--- src/srtp_pkg.sv ---
// shared types, codes and helpers for the report tpdu parser
package srtp_pkg;

  // field labels, also the phase codes of the classifier
  typedef enum logic [2:0] {
    PH_FIRST = 3'd0,
    PH_IND   = 3'd1,
    PH_STAMP = 3'd2,
    PH_PID   = 3'd3,
    PH_DCS   = 3'd4,
    PH_UDL   = 3'd5,
    PH_UD    = 3'd6,
    PH_IGN   = 3'd7
  } phase_e;

  localparam int unsigned StampLen   = 7;
  localparam int unsigned StampW     = 3;
  localparam int unsigned IndW       = 3;
  localparam int unsigned TypeW      = 2;
  localparam int unsigned OctetW     = 8;
  localparam int unsigned TypeMask   = 8'h03;
  localparam int unsigned HdrBit     = 6;
  localparam int unsigned IndPidBit  = 0;
  localparam int unsigned IndDcsBit  = 1;
  localparam int unsigned IndUdlBit  = 2;
  localparam logic [TypeW-1:0] SubmitTypeRst = 2'd1;
  localparam logic [StampW-1:0] StampLast = StampW'(StampLen - 1);

  // one labelled beat
  typedef struct packed {
    phase_e              kind;
    logic [OctetW-1:0]   value;
    logic [StampW-1:0]   stamp_idx;
    logic [TypeW-1:0]    msg_type;
    logic                hdr_flag;
    logic                too_short;
    logic                done;
  } result_t;

  // next enabled field once everything up to 'from' is consumed
  function automatic phase_e next_field(phase_e from, logic [IndW-1:0] ind);
    phase_e res;
    res = PH_IGN;
    if (from < PH_PID && ind[IndPidBit]) begin
      res = PH_PID;
    end else if (from < PH_DCS && ind[IndDcsBit]) begin
      res = PH_DCS;
    end else if (from < PH_UDL && ind[IndUdlBit]) begin
      res = PH_UDL;
    end
    return res;
  endfunction

endpackage

--- src/srtp_front.sv ---
// classifier: phase machine that labels each incoming octet
module srtp_front import srtp_pkg::*; (
  input  logic              clk_i,
  input  logic              rst_ni,
  input  logic              cfg_we_i,
  input  logic [TypeW-1:0]  cfg_wdata_i,
  input  logic              fire_i,
  input  logic [OctetW-1:0] octet_i,
  input  logic              final_octet_i,
  output result_t           res_o
);

  phase_e              phase_q, phase_d, nxt;
  logic [StampW-1:0]   stamp_q, stamp_d;
  logic [IndW-1:0]     ind_q, ind_d;
  logic [TypeW-1:0]    type_q, type_d;
  logic                hdr_q, hdr_d;
  logic [TypeW-1:0]    submit_type_q;
  logic                shrt;
  logic [StampW-1:0]   sidx;

  always_ff @(posedge clk_i or negedge rst_ni) begin
    if (!rst_ni) begin
      submit_type_q <= SubmitTypeRst;
    end else if (cfg_we_i) begin
      submit_type_q <= cfg_wdata_i;
    end
  end

  // label and field updates for the current phase
  always_comb begin
    nxt     = PH_IGN;
    shrt    = 1'b0;
    sidx    = '0;
    stamp_d = stamp_q;
    ind_d   = ind_q;
    type_d  = type_q;
    hdr_d   = hdr_q;
    unique case (phase_q)
      PH_FIRST: begin
        type_d  = octet_i[TypeW-1:0];
        hdr_d   = octet_i[HdrBit];
        ind_d   = '0;
        stamp_d = '0;
        shrt    = 1'b1;
        nxt     = PH_IND;
      end
      PH_IND: begin
        ind_d   = octet_i[IndW-1:0];
        stamp_d = '0;
        shrt    = 1'b1;
        nxt     = (type_q == submit_type_q) ? PH_STAMP
                                            : next_field(PH_STAMP, octet_i[IndW-1:0]);
      end
      PH_STAMP: begin
        sidx = stamp_q;
        if (stamp_q < StampLast) begin
          shrt    = 1'b1;
          stamp_d = stamp_q + StampW'(1);
          nxt     = PH_STAMP;
        end else begin
          shrt    = |ind_q;
          stamp_d = '0;
          nxt     = next_field(PH_STAMP, ind_q);
        end
      end
      PH_PID: begin
        shrt = 1'b1;
        nxt  = next_field(PH_PID, ind_q);
      end
      PH_DCS: begin
        shrt = 1'b1;
        nxt  = next_field(PH_DCS, ind_q);
      end
      PH_UDL:  nxt = PH_UD;
      PH_UD:   nxt = PH_UD;
      PH_IGN:  nxt = PH_IGN;
      default: nxt = PH_IGN;
    endcase
    // a final byte restarts the tpdu
    if (final_octet_i) begin
      stamp_d = '0;
    end else begin
      shrt = 1'b0;
    end
  end

  // next phase
  always_comb begin
    phase_d = final_octet_i ? PH_FIRST : nxt;
  end

  always_comb begin
    res_o.kind      = phase_q;
    res_o.value     = octet_i;
    res_o.stamp_idx = sidx;
    res_o.msg_type  = type_d;
    res_o.hdr_flag  = hdr_d;
    res_o.too_short = shrt;
    res_o.done      = final_octet_i;
  end

  always_ff @(posedge clk_i or negedge rst_ni) begin
    if (!rst_ni) begin
      phase_q <= PH_FIRST;
      stamp_q <= '0;
      ind_q   <= '0;
      type_q  <= '0;
      hdr_q   <= 1'b0;
    end else if (fire_i) begin
      phase_q <= phase_d;
      stamp_q <= stamp_d;
      ind_q   <= ind_d;
      type_q  <= type_d;
      hdr_q   <= hdr_d;
    end
  end

endmodule

--- src/srtp_fifo.sv ---
// two-entry queue between classifier and output stage
module srtp_fifo import srtp_pkg::*; (
  input  logic    clk_i,
  input  logic    rst_ni,
  input  logic    push_i,
  input  result_t wdata_i,
  output logic    full_o,
  input  logic    pop_i,
  output logic    valid_o,
  output result_t rdata_o
);

  result_t     mem_q [2];
  logic        wr_ptr_q, rd_ptr_q;
  logic [1:0]  cnt_q, cnt_d;

  always_ff @(posedge clk_i) begin
    if (push_i) begin
      mem_q[wr_ptr_q] <= wdata_i;
    end
  end

  always_comb begin
    cnt_d = cnt_q;
    if (push_i && !pop_i) begin
      cnt_d = cnt_q + 2'd1;
    end else if (pop_i && !push_i) begin
      cnt_d = cnt_q - 2'd1;
    end
  end

  always_ff @(posedge clk_i or negedge rst_ni) begin
    if (!rst_ni) begin
      wr_ptr_q <= 1'b0;
      rd_ptr_q <= 1'b0;
      cnt_q    <= '0;
    end else begin
      if (push_i) wr_ptr_q <= ~wr_ptr_q;
      if (pop_i)  rd_ptr_q <= ~rd_ptr_q;
      cnt_q <= cnt_d;
    end
  end

  assign full_o  = cnt_q[1];
  assign valid_o = (cnt_q != 2'd0);
  assign rdata_o = mem_q[rd_ptr_q];

endmodule

--- src/srtp_back.sv ---
// output stage: holds one labelled beat until the sink takes it
module srtp_back import srtp_pkg::*; (
  input  logic    clk_i,
  input  logic    rst_ni,
  input  logic    q_valid_i,
  input  result_t q_data_i,
  output logic    q_pop_o,
  output logic    out_valid_o,
  input  logic    out_ready_i,
  output result_t out_data_o
);

  logic    valid_q, valid_d;
  result_t data_q;

  assign q_pop_o = q_valid_i && (!valid_q || out_ready_i);

  always_comb begin
    valid_d = valid_q;
    if (q_pop_o) begin
      valid_d = 1'b1;
    end else if (out_ready_i) begin
      valid_d = 1'b0;
    end
  end

  always_ff @(posedge clk_i or negedge rst_ni) begin
    if (!rst_ni) begin
      valid_q <= 1'b0;
    end else begin
      valid_q <= valid_d;
    end
  end

  always_ff @(posedge clk_i) begin
    if (q_pop_o) begin
      data_q <= q_data_i;
    end
  end

  assign out_valid_o = valid_q;
  assign out_data_o  = data_q;

endmodule

--- src/sms_report_tpdu_parser.sv ---
// top level of the sms deliver/submit report tpdu octet labeller
//
//   port group         dir  handshake                 beat contents
//   in_*  / octet      in   in_valid_i / in_ready_o   octet_i, final_octet_i
//   out_* / field_*    out  out_valid_o / out_ready_i field, stamp, type, flags
//   cfg_*              in   cfg_we_i (no wait)        submit report type code
//
// one octet accepted per cycle while in_ready_o is high; its result passes the queue
// and the output stage; the classifier's phase machine labels an octet combinationally
// reset clears phase, held fields, queue and output stage; config goes to 1
// a stalled sink fills the output stage and the two-entry queue, then in_ready_o drops
module sms_report_tpdu_parser import srtp_pkg::*; (
  input  logic              clk_i,
  input  logic              rst_ni,
  input  logic              cfg_we_i,
  input  logic [TypeW-1:0]  cfg_wdata_i,
  input  logic              in_valid_i,
  output logic              in_ready_o,
  input  logic [OctetW-1:0] octet_i,
  input  logic              final_octet_i,
  output logic              out_valid_o,
  input  logic              out_ready_i,
  output logic [2:0]        field_kind_o,
  output logic [OctetW-1:0] field_value_o,
  output logic [StampW-1:0] stamp_index_o,
  output logic [TypeW-1:0]  msg_type_o,
  output logic              header_flag_o,
  output logic              too_short_o,
  output logic              tpdu_done_o
);

  logic    fire;
  logic    q_full, q_valid, q_pop;
  result_t front_res, q_data, out_data;

  // accept whenever the queue has room, independent of the sink
  assign in_ready_o = !q_full;
  assign fire       = in_valid_i && in_ready_o;

  // front: label the beat and advance the phase
  srtp_front u_front (
    .clk_i         (clk_i),
    .rst_ni        (rst_ni),
    .cfg_we_i      (cfg_we_i),
    .cfg_wdata_i   (cfg_wdata_i),
    .fire_i        (fire),
    .octet_i       (octet_i),
    .final_octet_i (final_octet_i),
    .res_o         (front_res)
  );

  // decoupling queue
  srtp_fifo u_fifo (
    .clk_i   (clk_i),
    .rst_ni  (rst_ni),
    .push_i  (fire),
    .wdata_i (front_res),
    .full_o  (q_full),
    .pop_i   (q_pop),
    .valid_o (q_valid),
    .rdata_o (q_data)
  );

  // back: registered output toward the sink
  srtp_back u_back (
    .clk_i       (clk_i),
    .rst_ni      (rst_ni),
    .q_valid_i   (q_valid),
    .q_data_i    (q_data),
    .q_pop_o     (q_pop),
    .out_valid_o (out_valid_o),
    .out_ready_i (out_ready_i),
    .out_data_o  (out_data)
  );

  // unpack the beat onto the field ports
  assign field_kind_o  = out_data.kind;
  assign field_value_o = out_data.value;
  assign stamp_index_o = out_data.stamp_idx;
  assign msg_type_o    = out_data.msg_type;
  assign header_flag_o = out_data.hdr_flag;
  assign too_short_o   = out_data.too_short;
  assign tpdu_done_o   = out_data.done;

endmodule

--- config.mk ---
export PLATFORM = sky130hd
export DESIGN_NAME = sms_report_tpdu_parser
export DESIGN_NICKNAME = d
export VERILOG_FILES = /design/src/srtp_pkg.sv /design/src/srtp_front.sv /design/src/srtp_fifo.sv /design/src/srtp_back.sv /design/src/sms_report_tpdu_parser.sv
export SDC_FILE = /design/constraint.sdc
export NUM_CORES = 1
export LEC_CHECK = 0
export BUFFER_PORTS_ARGS = -buffer_cell sky130_fd_sc_hd__buf_2
export CORE_MARGIN = 1.5
export CORE_UTILIZATION = 40
export CTS_CLUSTER_DIAMETER = 200
export DETAILED_ROUTE_END_ITERATION = 7
export GPL_ROUTABILITY_DRIVEN = 0
export PLACE_DENSITY = 0.64
export SLEW_MARGIN = 20
export SYNTH_ARGS = -nofsm -noshare
export SYNTH_HDL_FRONTEND = slang
export SYNTH_SLANG_ARGS = --single-unit
--- constraint.sdc ---
create_clock -name clk_i -period 2.93 [get_ports clk_i]
set_input_delay 0.586 -clock clk_i [delete_from_list [all_inputs] [get_ports clk_i]]
set_output_delay 0.586 -clock clk_i [all_outputs]
set_load 0.01 [all_outputs]
=== After elaboration in Yosys (flattened, before gate mapping) ===
Memories as Yosys holds them, arrays and structs flattened. A register that Yosys moved wholly into a read port is not among the register bits.
Index checks and enable logic that the tools add are counted.

* Bits in registers: 19
* RAM bits: 38
* Input bits: 16
* Output and inout port bits: 21
* Word-level logic and storage cells: 72
* Memories kept: 1

* $add $sub $neg: 3
* $lt $le $gt $ge: 1
* Eq/ne operators: 8
* Mux-type cells: 26
* Bitwise logic cells: 2
* Reduce and logical (&&, ||, !) cells: 21

{| class="wikitable"
|+ Memory list
! name !! words !! width !! rd ports !! clocked after Yosys merged registers in !! wr ports !! line !! text
|-
| u_fifo.mem_q || 2 || 19 || 1 || 1 || 1 || srtp_fifo.sv:13 || <nowiki>result_t mem_q [2];</nowiki>
|}

{| class="wikitable"
|+ Operators by type and width
! kind !! number
|-
| $mux 3 || 10
|-
| $pmux 3 s7 || 1
|-
| $eq 3x3->1 const B || 4
|-
| $pmux 3 s2 || 2
|-
| $mux 2 || 5
|-
| $reduce_bool 2->1 || 4
|-
| $mux 1 || 7
|-
| $eq 3x2->1 const B || 2
|-
| $logic_and 1x1->1 || 4
|-
| $logic_not 1->1 || 4
|-
| $reduce_and 2->1 || 2
|-
| $reduce_or 2->1 || 2
|-
| $reduce_or 4->1 || 1
|-
| $add 3x1->3 const B || 1
|-
| $eq 3x1->1 const B || 1
|-
| $logic_not 3->1 || 1
|-
| $lt 3x3->1 const B || 1
|-
| $reduce_bool 3->1 || 1
|-
| $reduce_or 3->1 || 1
|-
| $add 2x1->2 const B || 1
|-
| $eq 2x2->1 || 1
|-
| $not 1->1 || 2
|-
| $pmux 1 s2 || 1
|-
| $sub 2x1->2 const B || 1
|-
| $logic_or 1x1->1 || 1
|}

=== Longest topological paths before layout ===
* Depth after elaboration: 6
* Gate-level depth with buffers: 8

=== Cells and area by module ===
A second synthesis with hierarchy kept.

* Cells, all modules: 198
* Area total of the unflattened synthesis: 3168.0 um^2

{| class="wikitable"
|+ Modules (own cells, without submodules)
! module !! times used !! cells each !! area each (um^2) !! sequential area each (um^2)
|-
| srtp_fifo || 1 || 74 || 1631.6 || 1241.2
|-
| srtp_front || 1 || 99 || 912.1 || 351.6
|-
| srtp_back || 1 || 23 || 614.3 || 595.6
|-
| sms_report_tpdu_parser || 1 || 2 || 10.0 || 0.0
|}

=== Worst setup path after synthesis ===
No wires, ideal clock.

* Path type: input port to flip-flop
* From: input port in_valid_i
* To: memory u_fifo.mem_q[0][0] (netlist bit), enable pin
* Setup time: 0.395 ns
* Arrival time: 1.491 ns
* Slack: 1.045 ns
* Stages on the path: 2
* Path buffers: 0
* Cells stage by stage: nand2_1 -> nor2_1

* Cells in the longest elaborated chain, start to end: 3

{| class="wikitable"
|+ Ends and longest elaborated chain
! what !! line !! text
|-
| from (decl) || sms_report_tpdu_parser.sv:17 || <nowiki>input logic in_valid_i,</nowiki>
|-
| $logic_and 1x1->1 || sms_report_tpdu_parser.sv:38 || <nowiki>assign fire = in_valid_i && in_ready_o;</nowiki>
|-
| $mux 1 || srtp_fifo.sv:18 || <nowiki>if (push_i) begin</nowiki>
|-
| $mux 1 (implied by the code) || srtp_fifo.sv:19 || <nowiki>mem_q[wr_ptr_q] <= wdata_i;</nowiki>
|-
| to (decl) || srtp_fifo.sv:13 ||
|}

No other way between the ends.

=== Final worst setup path ===
* From: register u_front.phase_q[0]
* To: register u_front.stamp_q[0]

* Cells in the longest elaborated chain, start to end: 4
* Elaborated cells on any way between the ends: 8
* Those cells by class: eq/ne: 2; mux: 2; reduce/logical: 4

{| class="wikitable"
|+ Ends and longest elaborated chain
! what !! line !! text
|-
| from (decl) || srtp_front.sv:13 || <nowiki>phase_e phase_q, phase_d, nxt;</nowiki>
|-
| from (signal assigned) || srtp_front.sv:111 || <nowiki>phase_q <= phase_d;</nowiki>
|-
| $eq 3x1->1 / $logic_not 3->1 (equally long branches) || srtp_front.sv:39 || <nowiki>unique case (phase_q)</nowiki>
|-
| $reduce_or 2->1 (no source line) || -- ||
|-
| $pmux 3 s2 / $reduce_bool 3->1 (equally long branches) || -- ||
|-
| $mux 3 / $reduce_and 2->1 (equally long branches) || -- ||
|-
| to (signal assigned) || srtp_front.sv:112 || <nowiki>stamp_q <= stamp_d;</nowiki>
|-
| to (decl) || srtp_front.sv:14 || <nowiki>logic [StampW-1:0] stamp_q, stamp_d;</nowiki>
|}

Several ways; a longest one is shown, not always the timed one.
A chain may end at the register's enable or synchronous reset.

==> reports/metrics.yaml <==
yosys:
  avgSynthCellArea_sq_um: 16.0
  synth_xor_area_share_pct: 2.33
  synth_edf_count: 57
  yosysTopAreaCell: "edfxtp_1"
  yosysTopAreaCellShare_pct: 57.0
  syn_inst: 188
  yosysSeqAreaShare_pct: 72.9
  synth_compound_area_share_pct: 6.09
  synth-simple-area-share_pct: 5.75
  synth_cell_types: 36
  yosys.area_share.adder_pct: 0.834
  syn-num-nets: 206
  synth_area_sq_um: 3000
  ys_seq_elements: 76
  synth_flop_cell: "edfxtp_1"
  synth.area.mux_share_pct: 10.1
  synthTopCellsByArea: "edfxtp_1 57%, dfrtp_1 15%, mux2_2 8.3%, mux2_1 1.9%, nand2_1 1.9%"
  yosys_warnings: 0
  async_flop_share_pct: 25.0
  synth_top_family_by_area: "multiplexers"
layout:
  utilization_pct: 48.6
  area_delta_synth_final_pct: 17.5
  stdcell_area_sq_um: 3530
  drive_above_1_share_pct: 35.2
  nets: 249
  final_cells: 335
  antenna_cells: 0
clock_network:
  cts_sinks: 76
  postCtsSetupRepairBufs: 0
  htreeDepth: 3
  hold_buffers: 0
  cts.path.max_buffers: 2
  cts-buffers-inserted: 9
  cts-root-buf: "clkbuf_8"
  cts_resized: 0
  path_clk_slew_ns: 0.08
  cts_tree: "done"
  clock_latency_ns: 0.34
timing:
  tightest_slew_ns: 0.894
  period_share_pct: 56.0
  relSlewSlack_pct: 40.4
  whs_ns: 0.175
  hold_violations: 0
  setup_tns_ns: 0
  period_minus_slack_ns: 1.64
  fin_ws_ns: 1.29
  setup_violations: 0
  rsz0062_at_grt: "false"
  finClkSkew_ns: 0.00988
  max_freq_ghz: 0.610
  finalMaxSlewViolations: 0
min_path:
  min_path_type: "input port to async pin"
critical_path:
  crit_required_ns: 3.22
  cp-start-kind: "register"
  crit_path_end_kind: "register"
  criticalPathCategory: "register to register"
  crit_arrival_ns: 1.93
  crit_fanout: 17
power:
  vdd_drop_max_mv: 0.353
  power_density_nw_per_um2: 1040
  p_leak_nw: 1.34
  p_total_mw: 3.68
route:
  viasPerCell: 4.86
  dr.pass1.iters: 4
  drc: 0
  dr_total_vias: 1629
  wl_per_cell_microns: 14.4
  detail_route.wirelength_microns: 4820
  ant_nets: 0
  drtIter0Drc: 67
global_route:
  antenna_found_initial: 0
  grt.overflow.total: 0
  grt_pass1_vias: 1636
  grt_start_max_net_pins: 21
  grt_usage_pct: 14.0
  grt_pass1_wl_microns: 8020
run_status:
  outcome: "completed"
floorplanning:
  ioPinCount: 37
  core_area_sq_um: 7250
  initial_utilization_pct: 41.4
  die_w_microns: 89.6
  dieArea_sq_um: 8030
  rows: 31
  die_y_microns: 89.6
job:
  drv_cap: 0
placement:
  port_buffers: 36
  post-place-ws_ns: 0.996
  place_area_sq_um: 3290
  place_inst: 319
  dp_hpwl_microns: 3070
[cells in the mapped netlist (3+ instances only)]
library cell	number
a21oi_1	5
and2_1	4
clkbuf_1	3
dfrtp_1	18
edfxtp_1	57
inv_1	5
mux2_1	5
mux2_2	22
nand2_1	15
nor2_1	7
o21ai_0	7
o21ai_1	3
xnor2_1	5
xor2_1	3
[final cells by class]
type | count | area, sq um
clock buffer | 10 | 128
clock inverter | 6 | 111
fill | 645 | 3730
inverter | 7 | 26.3
multi-input combinational | 99 | 754
sequential | 76 | 2190
tap | 99 | 124
timing repair buffer | 38 | 195
[report_power, final]
group | internal (mW) | switching [mW]
registers | 1.59 | 0.245
clock network | 0.568 | 0.383
logic | 0.428 | 0.468
[cells in the final DEF (no fill, tap or decap), types with 2 or more instances in the layout]
| master | synthesis | routed |
|---|---|---|
| xnor2_1 | 5 | 5 |
| clkbuf_8 | 0 | 9 |
| o21ai_1 | 3 | 3 |
| a21oi_1 | 5 | 5 |
| o21a_1 | 2 | 2 |
| nand2_1 | 15 | 15 |
| nand2b_1 | 2 | 2 |
| mux2_2 | 22 | 22 |
| dfrtp_1 | 18 | 18 |
| o21ai_0 | 7 | 7 |
| bufinv_16 | 0 | 3 |
| mux2_1 | 5 | 5 |
| buf_2 | 2 | 36 |
| nor3_1 | 2 | 2 |
| ha_1 | 2 | 2 |
| inv_1 | 5 | 5 |
| buf_4 | 0 | 2 |
| xor2_1 | 3 | 3 |
| inv_2 | 2 | 2 |
| and2_1 | 4 | 4 |
| edfxtp_1 | 57 | 57 |
| nor2_1 | 7 | 7 |
| a221o_1 | 2 | 2 |
[worst max-delay path, cell delays in order, from the launching register on]
cell	delay (ns)
dfrtp_1	0.59
or4b_4	0.62
nor3b_2	0.20
mux2_2	0.17
[routing by layer]
metal  up-vias  GRT usage [%]  wire length (microns)  share of wire, %
met5         -              0                      0                 0
met4         0           8.81                     70               1.5
met3         7           2.74                    272               5.6
met2        51           21.7                   2230                46
met1       790           18.1                   2250                47
li1        781              -                      -                 -
[logic make-up (layout without fill, tap and decap cells)]
family / after synthesis / after routing
muxes: 27 / 27
buffers and inverters: 13 / 61
xor gates and xnor gates: 8 / 8
and+or+nand+nor: 34 / 34
DFF: 76 / 76
adders and majority gates: 2 / 2
AOI/OAI and AO/OA: 28 / 28
[state kept, by name (all words and copies together) (netlist names), 2 cells and up]
signal	count
u_fifo.mem_q	38
u_fifo.cnt_q	2
u_front.ind_q	3
u_front.stamp_q	3
u_front.type_q	2
u_front.phase_q	3
u_front.submit_type_q	2
u_back.out_data_o	19
[final timing paths]
kind / startpoint / depth (start not counted) / to / slack (ns)
min: rst_ni / 1 / u_front.hdr_q / 0.18
min reg2reg: u_fifo.wr_ptr_q / 1 / u_fifo.wr_ptr_q / 0.49
max: u_front.phase_q[0] / 3 / u_front.stamp_q[0] / 1.29
min in group clk_i: octet_i[3] / 1 / u_fifo.mem_q[1][11] / 0.43
max in group asynchronous: rst_ni / 1 / u_front.submit_type_q[0] / 2.42
max reg2reg: u_front.phase_q[0] / 3 / u_front.stamp_q[0] / 1.29
Note: power is estimated with default switching activity, not from simulation.
